`config.mk`:
```
export PLATFORM = sky130hd
export DESIGN_NAME = ybd_sigmoid
export DESIGN_NICKNAME = d
export VERILOG_FILES = /design/src/rtl/ybd_pkg.sv /design/src/rtl/ybd_sigmoid.sv
export SDC_FILE = /design/constraint.sdc
export NUM_CORES = 2
export LEC_CHECK = 0
export ABC_AREA = 0
export BUFFER_PORTS_ARGS = -buffer_cell sky130_fd_sc_hd__clkbuf_2
export CAP_MARGIN = 20
export CORE_MARGIN = 2
export CORE_UTILIZATION = 45
export DETAILED_ROUTE_END_ITERATION = 6
export GPL_TIMING_DRIVEN = 0
export PLACE_DENSITY_LB_ADDON = 0.2
export SLEW_MARGIN = 20
export SYNTH_ARGS = -nofsm -noshare
export SYNTH_HDL_FRONTEND = slang
export SYNTH_SLANG_ARGS = --single-unit
```
`constraint.sdc`:
```
create_clock -name clk -period 17.1 [get_ports clk]
set_clock_uncertainty 0.05 [all_clocks]
set_input_delay 0.855 -clock clk [delete_from_list [all_inputs] [get_ports clk]]
set_output_delay 0.855 -clock clk [all_outputs]
set_load 0.1 [all_outputs]
```
`src/rtl/ybd_pkg.sv`:
```
`default_nettype none

package ybd_pkg;

    // grid strides in pixels
    localparam int COARSE_STRIDE = 32;
    localparam int FINE_STRIDE   = 16;

    // log2(e) in Q16
    localparam logic [16:0] LOG2E_Q16 = 17'd94548;

    // stream widths
    localparam int IN_DATA_W  = 128;
    localparam int OUT_DATA_W = 152;

    // sigmoid lane: magnitude, mantissa, denominator, divide steps, rounding
    localparam int DIV_STEPS  = 17;
    localparam int SIG_STAGES = DIV_STEPS + 4;

    // sigmoid lanes
    localparam int NUM_SIG  = 5;
    localparam int SIG_CX   = 0;
    localparam int SIG_CY   = 1;
    localparam int SIG_OBJ  = 2;
    localparam int SIG_CLS0 = 3;
    localparam int SIG_CLS1 = 4;

    // size path stages
    localparam int STG_LOG   = 1;
    localparam int STG_MANT  = 2;
    localparam int STG_SCALE = 3;
    localparam int STG_HALF  = 4;

    // register indexes
    localparam logic [2:0] REG_THRESHOLD       = 3'd0;
    localparam logic [2:0] REG_ANCHOR_FINE_0   = 3'd1;
    localparam logic [2:0] REG_ANCHOR_FINE_1   = 3'd2;
    localparam logic [2:0] REG_ANCHOR_FINE_2   = 3'd3;
    localparam logic [2:0] REG_ANCHOR_COARSE_0 = 3'd4;
    localparam logic [2:0] REG_ANCHOR_COARSE_1 = 3'd5;
    localparam logic [2:0] REG_ANCHOR_COARSE_2 = 3'd6;

    // register reset values
    localparam logic [15:0] THRESHOLD_RESET       = 16'd32768;
    localparam logic [19:0] ANCHOR_FINE_0_RESET   = 20'd10254;
    localparam logic [19:0] ANCHOR_FINE_1_RESET   = 20'd23579;
    localparam logic [19:0] ANCHOR_FINE_2_RESET   = 20'd37946;
    localparam logic [19:0] ANCHOR_COARSE_0_RESET = 20'd83026;
    localparam logic [19:0] ANCHOR_COARSE_1_RESET = 20'd138409;
    localparam logic [19:0] ANCHOR_COARSE_2_RESET = 20'd352575;

    localparam logic [32:0] POW2_CAP = 33'h1_0000_0000;

    typedef struct packed {
        logic        scale_select;
        logic [5:0]  cell_col;
        logic [5:0]  cell_row;
        logic [1:0]  anchor_slot;
        logic [15:0] raw_center_x;
        logic [15:0] raw_center_y;
        logic [15:0] raw_width;
        logic [15:0] raw_height;
        logic [15:0] raw_objectness;
        logic [15:0] raw_class_zero;
        logic [15:0] raw_class_one;
    } ybd_in_t;

    // geometry carried down the pipe next to the sigmoid lanes
    typedef struct packed {
        logic        fine;
        logic [5:0]  col;
        logic [5:0]  row;
        logic [9:0]  anchor_w;
        logic [9:0]  anchor_h;
        logic [16:0] half_w;
        logic [16:0] half_h;
    } ybd_geo_t;

    // 2^(k/16) in Q16
    function automatic logic [17:0] pow2_tab(input logic [4:0] idx);
        logic [17:0] val;
        case (idx)
            5'd0:    val = 18'd65536;
            5'd1:    val = 18'd68438;
            5'd2:    val = 18'd71468;
            5'd3:    val = 18'd74632;
            5'd4:    val = 18'd77936;
            5'd5:    val = 18'd81386;
            5'd6:    val = 18'd84990;
            5'd7:    val = 18'd88752;
            5'd8:    val = 18'd92682;
            5'd9:    val = 18'd96785;
            5'd10:   val = 18'd101070;
            5'd11:   val = 18'd105545;
            5'd12:   val = 18'd110218;
            5'd13:   val = 18'd115098;
            5'd14:   val = 18'd120193;
            5'd15:   val = 18'd125515;
            default: val = 18'd131072;
        endcase
        return val;
    endfunction

    // 2^(f/65536) in Q16, interpolated between table points
    function automatic logic [16:0] pow2_mant(input logic [15:0] f);
        logic [17:0] lo;
        logic [17:0] hi;
        logic [12:0] diff;
        logic [25:0] prod;
        logic [17:0] m;
        lo   = pow2_tab({1'b0, f[15:12]});
        hi   = pow2_tab({1'b0, f[15:12]} + 5'd1);
        diff = 13'(hi - lo);
        prod = 26'(diff) * 26'(f[11:0]);
        m    = lo + 18'((prod + 26'd2048) >> 12);
        return 17'(m);
    endfunction

    // round-half-up right shift, k of zero passes m through
    function automatic logic [16:0] round_shr(input logic [16:0] m, input logic [8:0] k);
        logic [16:0] t;
        logic [16:0] res;
        t = m >> (k - 9'd1);
        if (k == 9'd0)
        begin
            res = m;
        end
        else
        begin
            res = 17'((18'(t) + 18'd1) >> 1);
        end
        return res;
    endfunction

    // Q7.8 logit to Q16 base-2 exponent, round-half-up rounding
    function automatic logic signed [24:0] log2_step(input logic signed [15:0] v);
        logic signed [33:0] prod;
        prod = v * $signed({1'b0, LOG2E_Q16});
        return 25'((prod + 34'sd128) >>> 8);
    endfunction

    // m * 2^n in Q16, saturated at 2^32
    function automatic logic [32:0] pow2_scale(input logic [16:0] m, input logic signed [8:0] n);
        logic [32:0] wide;
        logic [32:0] res;
        logic [8:0]  k;
        wide = 33'(m) << n[3:0];
        k    = 9'(-n);
        if (n[8])
        begin
            res = 33'(round_shr(m, k));
        end
        else if (n[7:0] >= 8'd16)
        begin
            res = POW2_CAP;
        end
        else
        begin
            res = (wide > POW2_CAP) ? POW2_CAP : wide;
        end
        return res;
    endfunction

endpackage

`default_nettype wire

```
`src/rtl/ybd_sigmoid.sv`:
```
`default_nettype none

// pipelined sigmoid, Q7.8 in, Q0.16 out, one stage per enable bit
module ybd_sigmoid (
    input  wire                                clk,
    input  wire [ybd_pkg::SIG_STAGES-1:0]      en,
    input  wire signed [15:0]                  raw,
    output logic [15:0]                        prob
);

    logic [23:0] mag_reg;
    logic [ybd_pkg::SIG_STAGES-2:0] neg_reg;
    logic [16:0] mant_reg;
    logic [8:0]  shift_reg;
    logic [17:0] den_reg [0:ybd_pkg::DIV_STEPS];
    logic [16:0] rem_reg [0:ybd_pkg::DIV_STEPS];
    logic [16:0] quo_reg [0:ybd_pkg::DIV_STEPS];
    logic [15:0] prob_reg;

    logic [15:0] abs_val;
    logic [32:0] mag_prod;
    logic [15:0] frac;
    logic [16:0] e_val;
    logic [17:0] half_lo;
    logic [17:0] half_hi;
    logic [17:0] p_val;

    always_comb
    begin
        abs_val  = raw[15] ? 16'(-raw) : 16'(raw);
        mag_prod = 33'(abs_val) * 33'(ybd_pkg::LOG2E_Q16);
        // exponent is -mag: fraction is the two's complement of the low bits
        frac     = ~mag_reg[15:0] + 16'd1;
        e_val    = ybd_pkg::round_shr(mant_reg, shift_reg);
    end

    always_ff @(posedge clk)
    begin
        if (en[0])
        begin
            mag_reg    <= 24'((mag_prod + 33'd128) >> 8);
            neg_reg[0] <= raw[15];
        end
        if (en[1])
        begin
            mant_reg  <= ybd_pkg::pow2_mant(frac);
            shift_reg <= 9'(mag_reg[23:16]) + 9'(frac != 16'd0);
        end
        if (en[2])
        begin
            den_reg[0] <= 18'd65536 + 18'(e_val);
            rem_reg[0] <= 17'd32768;
            quo_reg[0] <= 17'd0;
        end
        for (int s = 1; s <= ybd_pkg::SIG_STAGES - 2; s++)
        begin
            if (en[s])
            begin
                neg_reg[s] <= neg_reg[s-1];
            end
        end
    end

    // restoring divide of 2^32 by the denominator, one quotient bit per stage
    for (genvar j = 1; j <= ybd_pkg::DIV_STEPS; j++)
    begin : g_div
        logic [17:0] rem_sh;
        logic        ge;

        always_comb
        begin
            rem_sh = {rem_reg[j-1], 1'b0};
            ge     = rem_sh >= den_reg[j-1];
        end

        always_ff @(posedge clk)
        begin
            if (en[2+j])
            begin
                den_reg[j] <= den_reg[j-1];
                rem_reg[j] <= ge ? 17'(rem_sh - den_reg[j-1]) : rem_sh[16:0];
                quo_reg[j] <= {quo_reg[j-1][15:0], ge};
            end
        end
    end

    // rounding from the remainder, negative side is 1 - p
    always_comb
    begin
        half_lo = {1'b0, den_reg[ybd_pkg::DIV_STEPS][17:1]};
        half_hi = den_reg[ybd_pkg::DIV_STEPS] - half_lo;
        if (neg_reg[ybd_pkg::SIG_STAGES-2])
        begin
            p_val = 18'd65536 - 18'(quo_reg[ybd_pkg::DIV_STEPS])
                    - 18'(18'(rem_reg[ybd_pkg::DIV_STEPS]) > half_lo);
        end
        else
        begin
            p_val = 18'(quo_reg[ybd_pkg::DIV_STEPS])
                    + 18'(18'(rem_reg[ybd_pkg::DIV_STEPS]) >= half_hi);
        end
    end

    always_ff @(posedge clk)
    begin
        if (en[ybd_pkg::SIG_STAGES-1])
        begin
            prob_reg <= (p_val > 18'd65535) ? 16'hffff : p_val[15:0];
        end
    end

    assign prob = prob_reg;

endmodule

`default_nettype wire

```
# Yosys cells after proc, flatten, opt, wreduce, memory -nomap -nowiden
# Memories as Yosys holds them, arrays and structs flattened.
# Index checks and enable logic that the tools add are counted.
[op_classes]
addsub = 32
n_mul = 2
div_mod_pow = 0
n_lt_le_gt_ge = 20
n_eq_ne = 0
shifts = 1
n_mux = 59
n_bitwise = 1
n_reduce_logical = 2
[ops]
columns = ["cell", "count"]
rows = [
  ["17-bit 2-to-1 mux", 19],
  ["18-bit >= comparator", 17],
  ["17-bit subtractor", 17],
  ["1-bit 2-to-1 mux", 36],
  ["32-bit by 8-bit adder with 32-bit output (second input constant)", 1],
  ["16-bit by 15-bit multiplier with 30-bit output (second input constant)", 1],
  ["25-bit by 12-bit adder with 26-bit output (second input constant)", 1],
  ["13-bit 2-to-1 mux", 2],
  ["13-bit by 12-bit multiplier with 25-bit output", 1],
  ["17-bit by 1-bit adder with 18-bit output", 1],
  ["17-bit by 1-bit adder with 18-bit output (second input constant)", 1],
  ["17-bit by 17-bit adder with 18-bit output (first input constant)", 1],
  ["17-bit by 18-bit >= comparator with 1-bit output", 1],
  ["18-bit by 16-bit > comparator with 1-bit output (second input constant)", 1],
  ["18-bit 2-to-1 mux", 1],
  ["17-bit by 17-bit subtractor with 18-bit output (first input constant)", 1],
  ["18-bit by 1-bit subtractor with 18-bit output", 1],
  ["18-bit by 17-bit subtractor with 18-bit output", 1],
  ["17-bit by 14-bit adder with 17-bit output", 1],
  ["17-bit > comparator", 1],
  ["17-bit by 9-bit >> shifter with 17-bit output", 1],
  ["16-bit by 1-bit adder with 16-bit output (second input constant)", 1],
  ["16-bit 2-to-1 mux", 1],
  ["16-bit negation", 1],
  ["7 further kinds", 7],
]
[totals]
regBits = 86
latch_bits = 0
ram_bits = 936
rom_bits = 512
input_bits = 38
output_inout_bits = 16
elab_cells = 146
mem_count = 5
[memory_table]
columns = ["name", "depth", "width", "read_ports", "rd_ports_with_merged_regs", "write_ports", "line_no", "text"]
rows = [
  ["den_reg", 18, 18, 18, 0, 18, "ybd_sigmoid.sv:15", "logic [17:0] den_reg [0:ybd_pkg::DIV_STEPS];"],
  ["quo_reg", 18, 17, 18, 0, 18, "ybd_sigmoid.sv:17", "logic [16:0] quo_reg [0:ybd_pkg::DIV_STEPS];"],
  ["rem_reg", 18, 17, 18, 0, 18, "ybd_sigmoid.sv:16", "logic [16:0] rem_reg [0:ybd_pkg::DIV_STEPS];"],
  ["(no name shown)", 16, 16, 1, 0, 0, "ybd_pkg.sv:82", "case (idx)"],
  ["(no name shown)", 16, 16, 1, 0, 0, "ybd_pkg.sv:82", ""],
]

# Longest topological paths before layout
# An unclocked memory read counts as a cell.
[logic_depth]
ltp_word = 10
depth_mapped = 57
depth_no_buf = 54

# Worst setup path after synthesis
# OpenSTA, ideal clock, no wires.
[synth_timing]
kind = "reg2reg"
from = "register mag_reg[0]"
to = "register mant_reg[15] (data pin)"
t_arrival_ns = 11.803
setup_slack_ns = 5.101
stages_incl_launch_ff = 56
n_path_buf = 3
period_less_slack_ns = 11.999
cell_sequence = "edfxtp_1 clkbuf_1 clkinv_1 ha_1 nand3_1 or2_2 xor2_1 clkbuf_1 ha_1 buf_1 inv_1 xnor2_4 o31ai_1 a21oi_1 or2_2 inv_1 ha_1 nor2b_1 [20 not listed] o21ai_0 o21ai_0 a211o_1 o2111a_1 o21a_1 o21a_1 o41a_1 a41oi_1 a21oi_1 a21oi_1 xnor2_1 ha_1 and3_1 a21oi_1 o21ai_0 nor2_1 mux2_2 a21oi_1"
[synth_between]
elab_chain_len = 10
elab_cells_between_ends = 12
cone_classes = "5 x add/sub; 1 x mul; 3 x mux; 1 x bitwise; 2 x memory"
[synth_rtl]
columns = ["item", "line_no", "text"]
rows = [
  ["from (decl)", "ybd_sigmoid.sv:11", "logic [23:0] mag_reg;"],
  ["from (signal assigned)", "ybd_sigmoid.sv:41", "mag_reg <= 24'((mag_prod + 33'd128) >> 8);"],
  ["16-bit inverter *", "ybd_sigmoid.sv:33", "frac = ~mag_reg[15:0] + 16'd1;"],
  ["16-bit by 1-bit adder with 16-bit output *", "ybd_sigmoid.sv:33", ""],
  ["4-bit by 1-bit adder with 5-bit output", "ybd_pkg.sv:112", "hi = pow2_tab({1'b0, f[15:12]} + 5'd1);"],
  ["memory read 16 x 16 bit", "-", ""],
  ["13-bit 2-to-1 mux", "ybd_pkg.sv:82", ""],
  ["13-bit 2-to-1 mux", "ybd_sigmoid.sv:44", "if (en[1])"],
  ["13-bit subtractor", "ybd_pkg.sv:113", "diff = 13'(hi - lo);"],
  ["13-bit by 12-bit multiplier with 25-bit output", "ybd_pkg.sv:114", "prod = 26'(diff) * 26'(f[11:0]);"],
  ["25-bit by 12-bit adder with 26-bit output", "ybd_pkg.sv:115", "m = lo + 18'((prod + 26'd2048) >> 12);"],
  ["17-bit by 14-bit adder with 17-bit output *", "ybd_pkg.sv:115", ""],
  ["to (signal assigned)", "ybd_sigmoid.sv:46", "mant_reg <= ybd_pkg::pow2_mant(frac);"],
  ["to (decl)", "ybd_sigmoid.sv:13", "logic [16:0] mant_reg;"],
]
# Mark *: on every way between the ends. The rest lies on a longest branch, timed or not. The select of a mux whose other input is x is not followed.
# A chain may end at the register's enable or synchronous reset.

# Worst setup path after layout
# Same ends and word-level chain as after synthesis.

==> results by group <==
Cells and area
  • Final Non-Filler Cells: 7286
  • Commonest non-fill, non-tap cell in the layout: edfxtp_1
  • Max FFs per register: around 320
  • Most frequent cells in the layout: 852 x edfxtp_1, 706 x inv_1, 618 x ha_1, 400 x nor2_1, 381 x nand2_1
  • P&R area growth vs syn: 9.68%
  • Antenna cells: 0
  • Nets@finish: ~6.3k
  • Share of cells above drive strength 1: between 7 and 8%
  • Fillcell total: 11.5k

Route
  • Via Count: about 38k
  • Initial DRC Count: 2111
  • Vias/cell: approximately 5.2
  • Detail Route Antenna Nets: 0
  • DRC viols: 0
  • Pre-antenna DRT Iters: 5
  • Post-DR wirelength/cell: roughly 16 um
  • Routed WL: 119000 um

Global routing
  • Initial antenna violation count: 1
  • Global-route wire length before repair: between 150000 and 200000 um
  • Largest net degree at the start of global routing: 54
  • Total Routing Usage GR: a little under a fifth
  • Vias in the first global route: 38.4k
  • GRT overflow: 0

Yosys
  • Ys async rst share: 0%
  • Synth unique cells: between 90 and 100
  • Post-Synthesis Cell Area: approximately 58000 um2
  • Syn. warnings: 0
  • Seq cells post-synth: 852
  • Register area share after synthesis: a little over two fifths
  • Syn nets: about 6.2k
  • Post-synth EDFFs: 852
  • Gate Count Post-Synth: between 5k and 6k
  • Syn_area_per_cell: approximately 11 um2
  • Main synth FF type: edfxtp_1

Floorplan
  • Ports: 54
  • Starting density of the core: roughly 45%
  • Die Height: around 360 um
  • Die X: 364 um
  • # rows: ~130
  • Die Area: between 100000 and 150000 um2
  • Core area: ~130000 um2

Clock network
  • Total CTS buffers: 95
  • CTS tree: built
  • Maximum buffer depth of the clock tree: 3
  • TritonCTS sink count: between 800 and 900
  • H-tree levels: 3
  • Reg clk slew, reported paths: 0.06 ns
  • Clk root buf: clkbuf_16
  • Post-CTS sizing: 0
  • Worst skew pair latency: just over 0.7 ns
  • Post-CTS Setup Repair Bufs: 0
  • Hold-fix buffers at CTS: 0

Timing
  • Crit path time final: roughly 15 ns
  • F_max: between 0.06 and 0.07 GHz
  • Least-Margin Pin Slew: between 1 and 1.5 ns
  • Final hold vios: 0
  • RSZ-0062 raised after global routing: no
  • Fin crit share: about 85%
  • Slew Limit Fails: 0
  • Max_slew headroom: a little over a quarter
  • Setup_tns: 0 ns
  • Endpoints failing setup: 0

Flow run
  • Max Cap Violations: 0

Placed design
  • Placed Cells: a little over 7k
  • IO buf count: 53
  • Detail Placement HPWL: between 90000 and 100000 um
  • Final RePlAce weighted congestion: ~0.88

Worst setup path
  • CP max FO: 12
  • Slowest cell on crit path: xnor2_1
  • CP required: between 15 and 20 ns
  • CP arrival: about 15 ns
  • Critical path endpoint category: flip-flop
  • Startpoint types: flip-flop
  • Critical path class: reg2reg
  • CP dominant cell by count: o21ai_0
  • Critical Path Max Stage Delay: approximately 0.83 ns

Status
  • Status: complete, no violations

Worst hold path
  • Min-Delay Path Class: reg2reg
-- layer usage --
layer | routed length (um) | share of wire [%] | global-route usage [%] | vias up
met5 | 13 | 0.011 | 0 | -
met4 | 3260 | 2.7 | 5.53 | 2
met3 | 4240 | 3.6 | 2.52 | 189
met2 | 58800 | 49 | 32.1 | 628
met1 | 52800 | 44 | 23.5 | 18281
li1 | - | - | - | 19092
-- through the flow --
stage               hold WS, ns  setup WS (ns)  cell area (um2)  utilization [%]
floorplan                 0.350           5.10            58200                -
global placement          0.351           2.52            60700             47.4
detailed placement        0.355           2.49            60700             47.4
CTS                       0.346           2.45            63800             49.9
global route              0.356           1.32            63900             49.9
finish                    0.349           2.54            63900             49.9
-- area by class of cell --
| type | count | area [um2] | share of cell area (%) |
|---|---|---|---|
| well taps | 1729 | 2160 | 3.39 |
| multi-input cells | 3675 | 29600 | 46.4 |
| clock buffers | 108 | 2430 | 3.80 |
| plain buffers | 90 | 375 | 0.588 |
| flip-flops and latches | 852 | 25600 | 40.1 |
| inverters | 710 | 2670 | 4.17 |
| clock inverters | 67 | 692 | 1.08 |
| repair buffers | 55 | 313 | 0.490 |
-- synthesized netlist by cell type (15+ instances only) --
cell      instances  share of area (%)
a21boi_0         40               0.52
a21o_1           88                1.1
a21oi_1         268                2.3
a22oi_1          15               0.19
a31oi_1          32               0.34
and2_1           23               0.25
and3_1           43               0.46
clkbuf_1         68               0.44
edfxtp_1        852                 44
fa_1            198                6.8
ha_1            618                 13
inv_1           706                4.6
mux2_2          129                2.5
mux2i_1          25               0.43
nand2_1         381                2.5
nand2b_1         64               0.69
nand3_1          58               0.50
nand4_1          54               0.58
nor2_1          400                2.6
nor2b_1          74               0.80
nor3_1           86               0.74
nor4_1           15               0.16
o211ai_1         22               0.28
o21a_1           57               0.73
o21ai_0         267                2.3
o21bai_1         23               0.30
o31ai_1          39               0.50
or2_2            25               0.27
or3_1            37               0.40
xnor2_1         250                3.8
xor2_1          126                1.9
-- logic make-up after synthesis --
| group | after synthesis | synth area share, % |
|---|---|---|
| compound gates | 997 | 10.8 |
| xor+xnor | 381 | 5.83 |
| fa+ha+maj | 816 | 20.1 |
| buf+inv | 800 | 5.22 |
| flops | 852 | 43.9 |
| mux | 165 | 3.35 |
| simple gates | 1316 | 10.8 |
-- worst max-delay path, delay by kind of cell, from the launching register on --
kind | cells | cell delay [ns]
XOR/XNOR | 4 | 1.96
buffers and inverters | 10 | 1.94
AND/OR/NAND/NOR | 8 | 1.34
flip-flops | 1 | 0.32
AO/OA/AOI/OAI | 22 | 4.42
multiplexers | 1 | 0.34
adder cells (fa/ha/maj) | 10 | 4.01
-- path summary, 6_finish.rpt --
kind,startpoint,end,slack (ns),depth (start not counted)
worst max-delay path,mag_reg[0],mant_reg[15],2.54,55
worst min-delay path,quo_reg[7][3],quo_reg[8][4],0.35,0
worst max register to register,mag_reg[0],mant_reg[15],2.54,55
worst min register to register,quo_reg[7][3],quo_reg[8][4],0.35,0
Power is not shown: default switching activity piles up to over one toggle a cycle in this logic, so the estimate is an artifact.
